$ cat src/rtl/linear_probe_hash_table_defines.svh
// Assertion macros for the hash table RTL.
`ifndef LINEAR_PROBE_HASH_TABLE_DEFINES_SVH
`define LINEAR_PROBE_HASH_TABLE_DEFINES_SVH

`ifndef SYNTHESIS

// Same-cycle implication, disabled during reset
`define LPH_ASSERT_IMPLY(label, clk, rst, ante, cons) \
   label: assert property (@(posedge clk) disable iff (rst) (ante) |-> (cons)) \
      else $error("hash table assertion failed");

// Next-cycle implication, disabled during reset
`define LPH_ASSERT_NEXT(label, clk, rst, ante, cons) \
   label: assert property (@(posedge clk) disable iff (rst) (ante) |=> (cons)) \
      else $error("hash table assertion failed");

`else

`define LPH_ASSERT_IMPLY(label, clk, rst, ante, cons)
`define LPH_ASSERT_NEXT(label, clk, rst, ante, cons)

`endif

`endif

$ cat src/rtl/lph_pkg.sv
// Types and codes shared by the linear probing hash table.
`default_nettype none

package lph_pkg;

   localparam int KEY_W = 32;

   // Command codes
   localparam logic CMD_SEARCH = 1'b0;
   localparam logic CMD_INSERT = 1'b1;

   // Result status codes
   localparam logic [2:0] ST_SEARCH    = 3'd0;
   localparam logic [2:0] ST_INSERTED  = 3'd1;
   localparam logic [2:0] ST_DUPLICATE = 3'd2;
   localparam logic [2:0] ST_FULL      = 3'd3;
   localparam logic [2:0] ST_ZERO_KEY  = 3'd4;

   typedef struct packed {
      logic             cmd;
      logic [KEY_W-1:0] key;
   } req_type;

   typedef struct packed {
      logic       found;
      logic [2:0] status;
   } rsp_type;

endpackage

`default_nettype wire

$ cat src/rtl/lph_mod_unit.sv
// Remainder unit: key modulo the table size by reciprocal multiplication on one multiplier.
`default_nettype none

module lph_mod_unit #(
   parameter int TABLE_SLOTS = 128
) (
   input  wire logic                             clock,
   input  wire logic                             reset,
   input  wire logic                             start,
   input  wire logic [lph_pkg::KEY_W-1:0]        op_key,
   output logic                                  done,
   output logic [$clog2(TABLE_SLOTS)-1:0]        rem
);

   localparam int IDX_W     = $clog2(TABLE_SLOTS);
   localparam int WIDE_W    = 2 * lph_pkg::KEY_W;
   localparam int FLOOR_LOG = $clog2(TABLE_SLOTS + 1) - 1;
   localparam int SHIFT     = lph_pkg::KEY_W + FLOOR_LOG;
   // Reciprocal rounded down, so the quotient estimate is never too large
   localparam logic [WIDE_W-1:0] MAGIC_WIDE =
      ((WIDE_W'(1) << SHIFT) - WIDE_W'(1)) / WIDE_W'(TABLE_SLOTS);
   localparam logic [lph_pkg::KEY_W-1:0] MAGIC   = MAGIC_WIDE[lph_pkg::KEY_W-1:0];
   localparam logic [lph_pkg::KEY_W-1:0] DIVISOR = lph_pkg::KEY_W'(TABLE_SLOTS);
   localparam logic [IDX_W:0]            DIV_N   = (IDX_W + 1)'(TABLE_SLOTS);

   // Sequencer phases
   localparam logic [2:0] P_IDLE = 3'd0;
   localparam logic [2:0] P_MUL  = 3'd1;
   localparam logic [2:0] P_QUOT = 3'd2;
   localparam logic [2:0] P_SUB  = 3'd3;
   localparam logic [2:0] P_FIX  = 3'd4;

   logic [2:0]                  phase_ff, phase_in;
   logic [lph_pkg::KEY_W-1:0]   key_ff, key_in;
   logic [WIDE_W-1:0]           prod_ff, prod_in;
   logic [IDX_W:0]              rem_ff, rem_in;
   logic [lph_pkg::KEY_W-1:0]   quot_est;
   logic [lph_pkg::KEY_W-1:0]   mul_a;
   logic [lph_pkg::KEY_W-1:0]   mul_b;
   logic [WIDE_W-1:0]           mul_p;
   logic                        rem_big;

   // Feed the shared multiplier: key by reciprocal, then quotient by table size
   always_comb begin
      quot_est = lph_pkg::KEY_W'(prod_ff >> SHIFT);
      mul_a    = key_ff;
      mul_b    = MAGIC;
      if (phase_ff == P_QUOT) begin
         mul_a = quot_est;
         mul_b = DIVISOR;
      end
      mul_p   = WIDE_W'(mul_a) * WIDE_W'(mul_b);
      rem_big = (rem_ff >= DIV_N);
   end

   // Step through multiply, back-multiply, subtract and at most one correction
   always_comb begin
      phase_in = phase_ff;
      key_in   = key_ff;
      prod_in  = prod_ff;
      rem_in   = rem_ff;
      case (phase_ff)
         P_IDLE: begin
            if (start) begin
               key_in   = op_key;
               phase_in = P_MUL;
            end
         end
         P_MUL: begin
            prod_in  = mul_p;
            phase_in = P_QUOT;
         end
         P_QUOT: begin
            prod_in  = mul_p;
            phase_in = P_SUB;
         end
         P_SUB: begin
            rem_in   = (IDX_W + 1)'(key_ff - prod_ff[lph_pkg::KEY_W-1:0]);
            phase_in = P_FIX;
         end
         P_FIX: begin
            if (rem_big) begin
               rem_in = rem_ff - DIV_N;
            end else begin
               phase_in = P_IDLE;
            end
         end
         default: begin
            phase_in = P_IDLE;
         end
      endcase
   end

   always_ff @(posedge clock) begin
      if (reset) begin
         phase_ff <= P_IDLE;
      end else begin
         phase_ff <= phase_in;
      end
      key_ff  <= key_in;
      prod_ff <= prod_in;
      rem_ff  <= rem_in;
   end

   assign done = (phase_ff == P_FIX) && !rem_big;
   assign rem  = rem_ff[IDX_W-1:0];

endmodule

`default_nettype wire

$ cat config.mk
export PLATFORM = sky130hd
export DESIGN_NAME = lph_mod_unit
export DESIGN_NICKNAME = d
export VERILOG_FILES = /design/src/rtl/linear_probe_hash_table_defines.svh /design/src/rtl/lph_pkg.sv /design/src/rtl/lph_mod_unit.sv
export SDC_FILE = /design/constraint.sdc
export NUM_CORES = 1
export LEC_CHECK = 0
export BUFFER_PORTS_ARGS = -buffer_cell sky130_fd_sc_hd__buf_2
export CAP_MARGIN = 30
export CORE_MARGIN = 2
export CORE_UTILIZATION = 30
export CTS_CLUSTER_SIZE = 24
export DETAILED_ROUTE_END_ITERATION = 10
export GPL_TIMING_DRIVEN = 1
export MAX_ROUTING_LAYER = met4
export SETUP_SLACK_MARGIN = 0.3
export SYNTH_ARGS = -nofsm -noshare
export SYNTH_HDL_FRONTEND = slang
export SYNTH_SLANG_ARGS = --single-unit
$ cat constraint.sdc
create_clock -name clock -period 9.8 [get_ports clock]
set_input_delay 0.98 -clock clock [delete_from_list [all_inputs] [get_ports clock]]
set_output_delay 0.98 -clock clock [all_outputs]
set_load 0.02 [all_outputs]
* Word-level counts from Yosys, hierarchy flattened *
Index checks and enable logic that the tools add are counted.

operators by class
  multipliers = 1
  add/sub/neg operators = 2
  mux-type cells = 7
  reduce and logical (&&, ||, !) cells = 8
  equality and inequality tests = 7
  $lt $le $gt $ge = 1
  shift operators = 0
  bitwise gates (word level) = 0
  divide/modulo/power cells = 0

operator list
  kind                                            number
  multiplier 32 x 32 -> 64 bit                    1
  2-to-1 mux 32 bit                               2
  case mux 8 bit (2 select lines)                 1
  case mux 3 bit (5 select lines)                 1
  >= comparator 8 bit (second input constant)     1
  2-to-1 mux 8 bit                                1
  subtractor 8 bit                                1
  subtractor 8 bit (second input constant)        1
  == test 3 x 2 -> 1 bit (second input constant)  2
  2-to-1 mux 3 bit                                2
  != test 2 bit (second input constant)           3
  AND reduction 2 bit                             3
  == test 3 x 1 -> 1 bit (second input constant)  1
  == test 3 bit (second input constant)           1
  logical NOT 3 bit                               1
  nonzero test 2 bit                              1
  OR reduction 2 bit                              1
  logical AND 1 bit                               1
  logical NOT 1 bit                               1

word-level totals
  bits in read-only memories = 0
  flip-flop bits (word level) = 107
  bits in writable memories = 0
  memories kept = 0
  bits in latches = 0

* Logic depth before layout (Yosys ltp) *
  depth in word-level cells = 3
  mapped depth = 32
  depth with buffers taken out = 29

* Least setup slack after synthesis *
No wires, ideal clock.

  path kind = reg2reg
  from = reg phase_ff[1]
  to = reg prod_ff[62], data pin
  data required time = 9.538 ns
  data arrival time = 7.836 ns
  clock period less this slack = 8.098 ns
  stages on the path, launching flop included = 32
  path slack = 1.702 ns
  cells stage by stage = dfxtp_1 > clkbuf_1 > nand2_1 > clkbuf_1 > clkbuf_1 > clkbuf_1 > nand2_1 > inv_1 > fa_1 > inv_1 > fa_1 > inv_1 > fa_1 > inv_1 > fa_1 > inv_1 > fa_1 > fa_1 > fa_1 > inv_1 > fa_1 > inv_1 > ha_1 > nand4_1 > nor4_1 > a211oi_1 > a311oi_1 > nor2_1 > o21ai_1 > a41oi_1 > o21ai_1 > xor2_1

on the way
  word-level cells in the longest chain between the ends = 3

RTL lines
  item                            line                 text
  start, declared                 lph_mod_unit.sv:33   logic [2:0] phase_ff, phase_in;
  start signal, assigned          lph_mod_unit.sv:98   phase_ff <= phase_in;
  == test 3 x 2 -> 1 bit *        lph_mod_unit.sv:48   if (phase_ff == P_QUOT) begin
  2-to-1 mux 32 bit               lph_mod_unit.sv:48
  multiplier 32 x 32 -> 64 bit *  lph_mod_unit.sv:52   mul_p = WIDE_W'(mul_a) * WIDE_W'(mul_b);
  via mul_p[62]                   lph_mod_unit.sv:40   logic [WIDE_W-1:0] mul_p;
  end signal, assigned            lph_mod_unit.sv:101  prod_ff <= prod_in;
  end, declared                   lph_mod_unit.sv:35   logic [WIDE_W-1:0] prod_ff, prod_in;

Mark *: on every way through the listed nets, which the timed path passes. The rest lies on a longest branch.
A chain may end at the register's enable or synchronous reset.

* Worst setup path in the final report *
  from = reg phase_ff[2]
  to = reg prod_ff[62], data pin

Same word-level chain as after synthesis.

==> results.md <==
- For the worst setup path, the data required time is 9.93 ns.
- The final worst setup slack is 0.773 ns.
- The critical path is of the reg2reg type.
- In the final timing run, aggregate negative setup slack is 0 ns.
- In the synthesized netlist the dominant register cell turns out to be edfxtp_1.
- The fraction of layout cells with a size suffix above 1 is 0.0386.
- The CTS tree is built.
- Clock-pin slew was measured on the worst setup and hold paths at 0.07 ns.
- For this run, the share of the core covered by cells in the final layout is 0.324.
- The count of yosys warnings during synthesis is 0.
- The endpoint of the worst hold-timing path is rem_ff[7]$_DFFE_PP_.
- The layout has 7,724 filler cells.
- The total number of vias is 15,300.
- The share of the synthesized area in the top cell type is 0.422.
- Dividing the detail-routed via count by the number of cells gives 4.77.
- The clock passes through at most 2 buffers.
- The initial antenna violation count is 1.
- The placer's final routability congestion estimate is 1.04.
- The part of the Yosys area used for sequential elements is 0.101.
- The number of maximum-capacitance violations is 0.
- The floorplan step defined a die boundary enclosing 76,700 um2.
- The largest single stage delay on the critical path is 0.74 ns.
- The HPWL after detailed placement is 62,900 um.
- The number of placed I/O pins is 43.
- The relative slew slack is 0.428.
- The vertical die dimension is 277 um.
- The total iterations of the first detailed-routing run is 5.
- At the pin with the least slew margin, the transition time is 0.854 ns.
- The dominant combinational cell family by area after synthesis is adder cells.
- The fraction of registers with async set or reset after synthesis is 0.
- The largest total area in the synthesized netlist belongs to fa_1.
- The quantity of hold-fixing buffers added after cts is 0.
- Synthesis produced a netlist with a net count of 3,018.
- The placeable core region is 74,100 um2.
- The minimum setup slack among reg-to-reg paths is 0.77 ns.
- The number of cells on the worst reg-to-reg path is 28.
- Across the routed clock network, the largest skew measured is 0.0203 ns.
- The initialized floorplan defines 100 standard-cell rows.
- Measured against the total synthesized area, the mux share comes to 0.
- Yosys mapped a number of flops with a built-in enable equal to 73.
- The count of cells along the worst hold path is 1.
- For this run, the post-layout net count is 3,035.
- Of the total synthesized cell area, the portion taken by AND, OR, NAND and NOR gates is 0.0563.
- STA classifies the critical path endpoint as a flip-flop.
- For this run, design rule violations remaining after detail routing come to 0.
- The number of buffers created by CTS is 9.
- The via count of the first global-routing pass came to 15,900.
- The worst path needs 9.03 ns of the cycle, external delays included.
- The worst setup path is launched from a flip-flop.
- After the first detailed-routing iteration, the DRC count stood at 1,246.
- Wires add up to 68,500 um.
- Of the total synthesized cell area, the portion taken by XOR and XNOR cells is 0.0568.
- The fmax is 111 MHz.
- In this run the post-CTS setup repair buffer count came out at 0.
- The horizontal extent of the die is 277 um.
- The number of failing hold endpoints at the final stage came to 0.
- The initial cell density of the core is 0.302.
- The count of buffers inserted at the top-level ports is 42.
- The period utilization is 0.921.
- The worst reg2reg path startpoint is phase_ff[2]$_SDFFE_PP0P_.
- The register bit count reported by yosys is 76.
- The type of the most critical hold path is reg2reg.
- Entering global routing, the biggest net connects 37 pins.
- Prior to clock tree synthesis, the placed netlist has a worst setup slack of 0.799 ns.
- The total setup violations reported at the end of the flow is 0.
- The startpoint identified for the worst hold timing path is rem_ff[7]$_DFFE_PP_.
- STA puts the critical path data arrival time at 9.16 ns.
- The post-synthesis compound-gate area fraction is 0.0865.
- The aggregate global-route resource usage is 0.190.
- Averaged over all synthesized cells, the footprint is 10.1 um2.
- Setup repair after global routing left no endpoint under its margin.
- The max-slew violation count came to 0.
- The number of instances in the synthesized netlist is 2,207.
- The cell type group with the largest total delay on the critical path is adder cells.
- The synthesized netlist contains 60 unique library cells.
- The cell at the root of the clock tree is clkbuf_16.
- The first-pass GRT wire length is 104,000 um.
- From synthesis to final layout, the design area changed by 7.33%.
- The clock net in this run drives a total of 76 sinks.
- The number of routed nets with antenna violations is 0.
- Summed over all layers, the global routing overflow is 0.
- The number of buffers and inverters on the critical path is 7.
- In this run the worst path has a maximum fanout of 15.
- The combined area of all synthesized cells is 22,400 um2.
- The average routed wire per standard cell is 21.4 um.
- The run finished with clean final reports.
- The slowest stage of the critical path belongs to the cell fa_1.
- By area the synthesized netlist is led by fa_1 42%, ha_1 17%, edfxtp_1 9.8%.
- Clock latency on the worst-skew pair, taken at its later pin, is 0.40 ns.
- The H-tree was split into 3 levels.
- The endpoint of the most critical register-to-register path is prod_ff[62]$_DFFE_PP_.
- Of the total synthesized cell area, the portion taken by full adders, half adders and majority gates is 0.595.
- In this design, the critical path's most frequently occurring cell is fa_1.
kinds of logic after synthesis:
logic type               Yosys count
adder cells (fa/ha/maj)          781
AO/OA/AOI/OAI                    303
flip-flops                        76
AND/OR/NAND/NOR                  284
buffers and inverters            618
XOR/XNOR                         145
routing by layer:
layer	GRT usage	part of all wire	up-vias
li1	-	-	6905
met1	0.247	0.42	7771
met2	0.309	0.49	495
met3	0.0217	0.057	86
met4	0.0626	0.035	0
met5	-	0	-
per-stage QoR:
stage               hold slack, ns  std cells  instance area [um2]
CTS                          0.610       3198                24000
floorplan                    0.478       2207                22400
detailed placement           0.588       3182                23700
global placement             0.583       3181                23700
finish                       0.611       3199                24000
global route                 0.638       3199                24000
layout by cell type, fill, tap and decap left out, types with 17 or more instances in the layout:
| cell type | instances |
|---|---|
| inv_1 | 570 |
| fa_1 | 471 |
| ha_1 | 305 |
| nand2_1 | 152 |
| a21oi_1 | 113 |
| xnor2_1 | 82 |
| a21o_1 | 76 |
| edfxtp_1 | 73 |
| xor2_1 | 63 |
| nor2_1 | 51 |
| o21ai_0 | 44 |
| buf_2 | 42 |
| nand3_1 | 17 |
worst reg2reg max path, delay by kind of cell, from the launching register on:
| family | cells | cell delay, ns |
|---|---|---|
| fa+ha+maj | 9 | 4.76 |
| flops | 1 | 0.39 |
| buf+inv | 7 | 0.68 |
| simple gates | 6 | 1.66 |
| compound gates | 5 | 1.21 |
| xor+xnor | 1 | 0.09 |
sequential cells by signal, summed over array words and instances, names as in the netlist:
| register | count |
|---|---|
| prod_ff | 33 |
| phase_ff | 3 |
| key_ff | 32 |
| rem_ff | 8 |
Yosys cell counts (8+ instances only):
| cell | count |
|---|---|
| a21o_1 | 76 |
| edfxtp_1 | 73 |
| nand3_1 | 17 |
| o21ai_0 | 44 |
| inv_1 | 570 |
| o21bai_1 | 9 |
| a31oi_1 | 8 |
| ha_1 | 305 |
| nor2_1 | 52 |
| xnor2_1 | 82 |
| nand4_1 | 11 |
| nand2_1 | 153 |
| fa_1 | 471 |
| o211ai_1 | 9 |
| xor2_1 | 63 |
| a21oi_1 | 113 |
| a211oi_1 | 8 |
| nor2b_1 | 10 |
| clkbuf_1 | 40 |
worst max path at each step:
| stage | startpoint | end | depth (start not counted) |
|---|---|---|---|
| after detailed placement | phase_ff[2]$_SDFFE_PP0P_ | prod_ff[62]$_DFFE_PP_ | 26 |
| after floorplan | phase_ff[1]$_SDFFE_PP0P_ | prod_ff[62]$_DFFE_PP_ | 31 |
| after global placement | phase_ff[2]$_SDFFE_PP0P_ | prod_ff[62]$_DFFE_PP_ | 28 |
| after global routing | phase_ff[2]$_SDFFE_PP0P_ | prod_ff[62]$_DFFE_PP_ | 28 |
| final | phase_ff[2]$_SDFFE_PP0P_ | prod_ff[62]$_DFFE_PP_ | 28 |
| after CTS | phase_ff[2]$_SDFFE_PP0P_ | prod_ff[62]$_DFFE_PP_ | 26 |
what timing repair did:
| item | 4_1_cts | 5_1_grt |
|---|---|---|
| hold endpoints to repair | 0 | 0 |
| resized for setup | 0 | 2 |
| setup endpoints to repair | 0 | 3 |
area by class of cell:
type                       instances  area [um2]  share of cell area
antenna                            1        2.50            0.000104
tap                              969        1210              0.0505
multi-input combinational       1513       17800               0.741
timing repair buffer              54         317              0.0132
inverter                         570        2140              0.0892
sequential                        76        2250              0.0939
clock buffer                       9         225             0.00939
clock inverter                     7        70.1             0.00292
Power is not shown: default switching activity piles up to over one toggle a cycle in this logic, so the estimate is an artifact.
